File: src/design/llh_pkg.sv
// Shared types and constants of the log2 latency histogram unit.
`timescale 1ns / 1ps

package llh_pkg;

    // Field widths of the request and response channels
    localparam int CMD_W    = 2;
    localparam int SLOT_W   = 8;
    localparam int STAMP_W  = 64;
    localparam int SEL_W    = 5;
    localparam int STATUS_W = 2;
    localparam int DUR_W    = 55;
    localparam int BIN_W    = 6;
    localparam int VALUE_W  = 64;

    // Divide-by-1000 unit: remainder always stays below the divisor
    localparam int NS_PER_US = 1000;
    localparam int REM_W     = 10;

    // Request commands
    typedef enum logic [CMD_W-1:0] {
        CMD_START  = 2'd0,
        CMD_END    = 2'd1,
        CMD_RD_BIN = 2'd2,
        CMD_RD_MAX = 2'd3
    } t_cmd;

    // Response status codes
    localparam logic [STATUS_W-1:0] ST_OK       = 2'd0;
    localparam logic [STATUS_W-1:0] ST_NO_START = 2'd1;
    localparam logic [STATUS_W-1:0] ST_RANGE    = 2'd2;

    // Sequencer states
    typedef enum logic [2:0] {
        S_CLEAR,
        S_IDLE,
        S_FETCH,
        S_EVAL,
        S_DIV,
        S_BINRD,
        S_UPDATE,
        S_DONE
    } t_state;

    // Result of the divide unit
    typedef struct packed {
        logic               done;
        logic [STAMP_W-1:0] quot;
        logic [BIN_W-1:0]   msb;
    } t_div_res;

endpackage

File: src/design/llh_div.sv
// Byte-serial divide-by-1000 unit that also finds the quotient's leading one.
`timescale 1ns / 1ps

module llh_div import llh_pkg::*; (
    input  logic               i_clk,
    input  logic               i_rst_n,
    input  logic               i_start,
    input  logic [STAMP_W-1:0] i_dividend,
    output t_div_res           o_res
);

    // Eight quotient bits per step. floor(t/1000) = floor(floor(t/8)/125), and
    // 33555 = ceil(2^22/125) gives the exact quotient for every partial below 2^15.
    localparam int DIG_W    = 8;
    localparam int CNT_W    = 3;
    localparam int DROP_W   = 3;
    localparam int PART_W   = REM_W + DIG_W;
    localparam int Y_W      = PART_W - DROP_W;
    localparam int PROD_W   = Y_W + 16;
    localparam int RECIP_SH = 22;
    localparam logic [PROD_W-1:0] RECIP_125  = PROD_W'(33555);
    localparam logic [CNT_W-1:0]  LAST_DIGIT = CNT_W'(STAMP_W / DIG_W - 1);

    logic               r_busy, n_busy;
    logic               r_done, n_done;
    logic [CNT_W-1:0]   r_cnt, n_cnt;
    logic [REM_W-1:0]   r_rem, n_rem;
    logic [STAMP_W-1:0] r_quot, n_quot;
    logic [BIN_W-1:0]   r_msb, n_msb;
    logic               r_seen, n_seen;
    logic [PART_W-1:0]  w_part;
    logic [PROD_W-1:0]  w_prod;
    logic [DIG_W-1:0]   w_digit;
    logic [PART_W-1:0]  w_left;
    logic [2:0]         w_lead;

    // Position of the highest set bit of a quotient byte
    function automatic logic [2:0] lead_one(input logic [DIG_W-1:0] v);
        logic [2:0] pos;
        pos = '0;
        for (int i = 1; i < DIG_W; i++) begin
            if (v[i]) pos = 3'(i);
        end
        return pos;
    endfunction

    // Shared step: bring in one dividend byte, take its quotient digit and remainder
    assign w_part  = {r_rem, r_quot[STAMP_W-1 -: DIG_W]};
    assign w_prod  = PROD_W'(w_part[PART_W-1:DROP_W]) * RECIP_125;
    assign w_digit = w_prod[RECIP_SH +: DIG_W];
    assign w_left  = w_part - PART_W'(w_digit) * PART_W'(NS_PER_US);
    assign w_lead  = lead_one(w_digit);

    // Advance one quotient byte per cycle, most significant first
    always_comb begin
        n_busy = r_busy;
        n_done = 1'b0;
        n_cnt  = r_cnt;
        n_rem  = r_rem;
        n_quot = r_quot;
        n_msb  = r_msb;
        n_seen = r_seen;
        if (i_start) begin
            n_busy = 1'b1;
            n_cnt  = LAST_DIGIT;
            n_rem  = '0;
            n_quot = i_dividend;
            n_msb  = '0;
            n_seen = 1'b0;
        end else if (r_busy) begin
            n_rem  = w_left[REM_W-1:0];
            n_quot = {r_quot[STAMP_W-DIG_W-1:0], w_digit};
            if (w_digit != '0 && !r_seen) begin
                n_msb  = {r_cnt, w_lead};
                n_seen = 1'b1;
            end
            n_cnt = r_cnt - 1'b1;
            if (r_cnt == '0) begin
                n_busy = 1'b0;
                n_done = 1'b1;
            end
        end
    end

    always_ff @(posedge i_clk) begin
        if (!i_rst_n) begin
            r_busy <= 1'b0;
            r_done <= 1'b0;
        end else begin
            r_busy <= n_busy;
            r_done <= n_done;
        end
        r_cnt  <= n_cnt;
        r_rem  <= n_rem;
        r_quot <= n_quot;
        r_msb  <= n_msb;
        r_seen <= n_seen;
    end

    assign o_res.done = r_done;
    assign o_res.quot = r_quot;
    assign o_res.msb  = r_msb;

endmodule
File: config.mk
export PLATFORM = sky130hd
export DESIGN_NAME = llh_div
export DESIGN_NICKNAME = d
export VERILOG_FILES = /design/src/design/llh_pkg.sv /design/src/design/llh_div.sv
export SDC_FILE = /design/constraint.sdc
export NUM_CORES = 1
export LEC_CHECK = 0
export BUFFER_PORTS_ARGS = -buffer_cell sky130_fd_sc_hd__buf_2
export CORE_MARGIN = 2
export CORE_UTILIZATION = 36
export CTS_BUF_LIST = sky130_fd_sc_hd__clkbuf_4
export DETAILED_ROUTE_END_ITERATION = 8
export PLACE_DENSITY = 0.57
export SYNTH_ARGS = -nofsm -noshare
export SYNTH_HDL_FRONTEND = slang
export SYNTH_SLANG_ARGS = --single-unit
File: constraint.sdc
create_clock -name i_clk -period 7.5 [get_ports i_clk]
set_clock_uncertainty 0.1 [all_clocks]
set_input_delay 1.5 -clock i_clk [delete_from_list [all_inputs] [get_ports i_clk]]
set_output_delay 1.5 -clock i_clk [all_outputs]
set_load 0.01 [all_outputs]
==> impl_metrics.toml <==
[status]
outcome = "finished with violations"
violations = "negative setup slack"

[job]
cap_violations = 0

[place]
gp_congestion = 0.8336
dpl.hpwl_um = 15230
dp_cells = 1085
io_buffer_count = 137
pre_cts_slack_ns = -0.4905

[power_and_ir_drop]
power_leakage_uw = 0.004630
p_seq_frac = 0.149
power_density_mw_per_mm2 = 455.3
p_int_uw = 2360
p_sw_frac = 0.4491
p_clk_frac = 0.065
p_sw_uw = 1924
combPwrFrac = 0.785
ir_drop_mv = 0.1974

[timing]
slew_violations = 0
fmax_mhz = 124.3
setup_ws_ns = -0.5422
hold_violations = 0
timing.final.crit_share = 1.072
worstMarginPinSlew_ns = 1.096
finalSetupViolCount = 2
post-route-min-period_ns = 8.042
setup-tns-final_ns = -0.8048
relSlewSlack = 0.2683
rsz0062_at_grt = "yes"

[yosys]
ys.flop_type = "edfxtp_1"
synth-simple-area-share = 0.06885
syn_inst = 636
synthXorXnorAreaFrac = 0.02916
synth_top_family_by_area = "adder cells"
synthArstFlopShare = 0
synth_cell_types = 58
synth_mux_area_frac = 0.1054
syn-cell-area_sq_mm = 0.007251
synth_compound_area_frac = 0.07731
ys_warn_count = 0
yosys-top-cells-area = "edfxtp_1, ha_1, fa_1"
yosysTopAreaCell = "edfxtp_1"
synth_seq_cells = 86
syn_area_per_cell_sq_um = 11.40
yosys.area_share.adder = 0.3313
synth_edf_count = 64
syn_nets = 872
synth_top_area_share = 0.2651
ys_seq_area_frac = 0.3258

[routing]
wire_per_inst_um = 16.83
dr.pass1.iters = 5
viasPerCell = 4.830
routed_wirelength_um = 18900
ant_nets = 0
drt_iter0_markers = 188
remaining_drc_errors = 0
vias = 5424

[global_routing]
grt_antenna_before_repair = 0
grt_pass1_wl_um = 30420
grt_max_degree = 54
grt.total_usage = 0.1782
grt_pass1_vias = 5898
overflow = 0

[setup_path]
endpoint_kind = "flop"
crit_arrival_ns = 8.27
crit_fanout = 8
r2r_slack_ns = -0.54
crit_path_top_delay_cell = "fa_2"
path_class = "flop to flop"
crit_top_cell = "inv_2"
critPathLaunchType = "flop"
max_stage_delay_ns = 0.59
cp.required_ns = 7.73

[finish]
post-route-util = 0.4804
drive_gt1_frac = 0.4336
fin_cells = 1123
antenna_cells = 0
fin_nets = 1089
syn_to_final_growth_pct = 29.80

[clock_network]
root_buffer = "clkbuf_4"
clock-sinks = 86
postCtsHoldBufs = 0
clk_pin_slew_ns = 0.15
cts_inserted_buffers = 9
clk_path_buf_depth = 2
cts_tree = "built"
worstSkewPairLatency_ns = 0.43
cts_max_level = 3

[floorplanning]
num_rows = 51
die_y_um = 145.9
design.core.area_sq_mm = 0.01959
dieArea_sq_mm = 0.02129
pin_count = 138
initial_core_util = 0.3701
chipWidth_um = 145.9

[worst_hold_path]
worstHoldPathType = "flop to flop"
-- cells in the final DEF (no fill, tap or decap), types with 17 or more instances in the layout --
| cell type | instances |
|---|---|
| nor2_1 | 24 |
| nand2_1 | 22 |
| buf_4 | 86 |
| inv_1 | 92 |
| fa_1 | 32 |
| a21oi_1 | 17 |
| ha_1 | 115 |
| buf_2 | 136 |
| edfxtp_1 | 64 |
| dfxtp_1 | 19 |
| mux2_2 | 58 |
-- Yosys cell counts (2+ instances only) --
master,number
a21oi_1,19
nand2_1,23
ha_1,132
nand3b_1,3
nor3b_1,2
nor2b_1,2
clkbuf_1,8
dfxtp_1,22
mux2i_1,10
and3_1,3
xnor2_1,15
fa_1,37
a21o_1,10
a211oi_1,4
o21ai_1,2
or2_2,3
xor2_1,6
nand4_1,4
o21ai_0,19
edfxtp_1,64
inv_1,99
a31oi_1,4
nor2_1,25
mux2_2,58
nand3_1,8
buf_1,5
nand2b_1,7
buf_4,4
nor4_1,2
or3_1,3
nor3_1,4
and2_1,3
-- final timing paths --
kind / depth (start not counted) / start / to
max: 31 / r_rem[8] / r_rem[9]
min: 2 / r_seen / r_seen
max reg2reg: 31 / r_rem[8] / r_rem[9]
min reg2reg: 2 / r_seen / r_seen
-- routing by layer --
metal / wire length, um / track usage
met5: 0 / 0
met4: 257 / 0.04461
met2: 9728 / 0.3222
met3: 554 / 0.02853
met1: 8363 / 0.2210
-- metrics by stage --
stage / total power [uW] / hold slack, ns / cell area [sq um]
2_1_floorplan: 2731 / 0.3280 / 7426
3_3_place_gp: 3544 / 0.3391 / 8847
3_5_place_dp: 3606 / 0.3546 / 8847
4_1_cts: 4131 / 0.3894 / 9343
5_1_grt: 4697 / 0.4347 / 9412
6_report: 4285 / 0.3933 / 9412
-- power groups by stage --
stage          Combinational [uW]  Clock [uW]  Sequential [uW]
6_report                     3370         280              639
5_1_grt                      3740         308              650
4_1_cts                      3200         288              640
3_5_place_dp                 2960           0              648
3_3_place_gp                 2900           0              645
2_1_floorplan                2060           0              673
-- flip-flops by register name, indices dropped and copies added, names as in the netlist --
register  cells
r_cnt         3
r_done        1
r_quot       64
r_rem        10
r_busy        1
r_msb         6
r_seen        1
-- repair_timing --
action,4_1_cts,5_1_grt
pin swaps,13,19
resized for setup,28,14
buffers inserted,26,3
endpoints found under the setup margin,2,4
-- critical path: cells and delay by family, from the launching register on --
family,cells,cell delay [ns]
adders and majority gates,12,4.71
buffers and inverters,7,0.33
AOI/OAI and AO/OA,5,0.82
and+or+nand+nor,4,0.88
xor gates and xnor gates,3,0.75
DFF,1,0.37
-- cells by family after synthesis --
kind of cell,Yosys count
AOI/OAI and AO/OA,77
buffers and inverters,116
and+or+nand+nor,96
muxes,69
adders and majority gates,170
DFF,86
xor gates and xnor gates,22
-- area by class of cell --
cell class	instances	area (sq um)
fill	1807	10180
multi-input combinational	434	4856
sequential	86	2366
timing repair buffer	223	1338
inverter	99	371.6
tap	265	331.6
clock inverter	7	81.33
clock buffer	9	67.56
No activity file was read; power rests on OpenSTA's default activity.
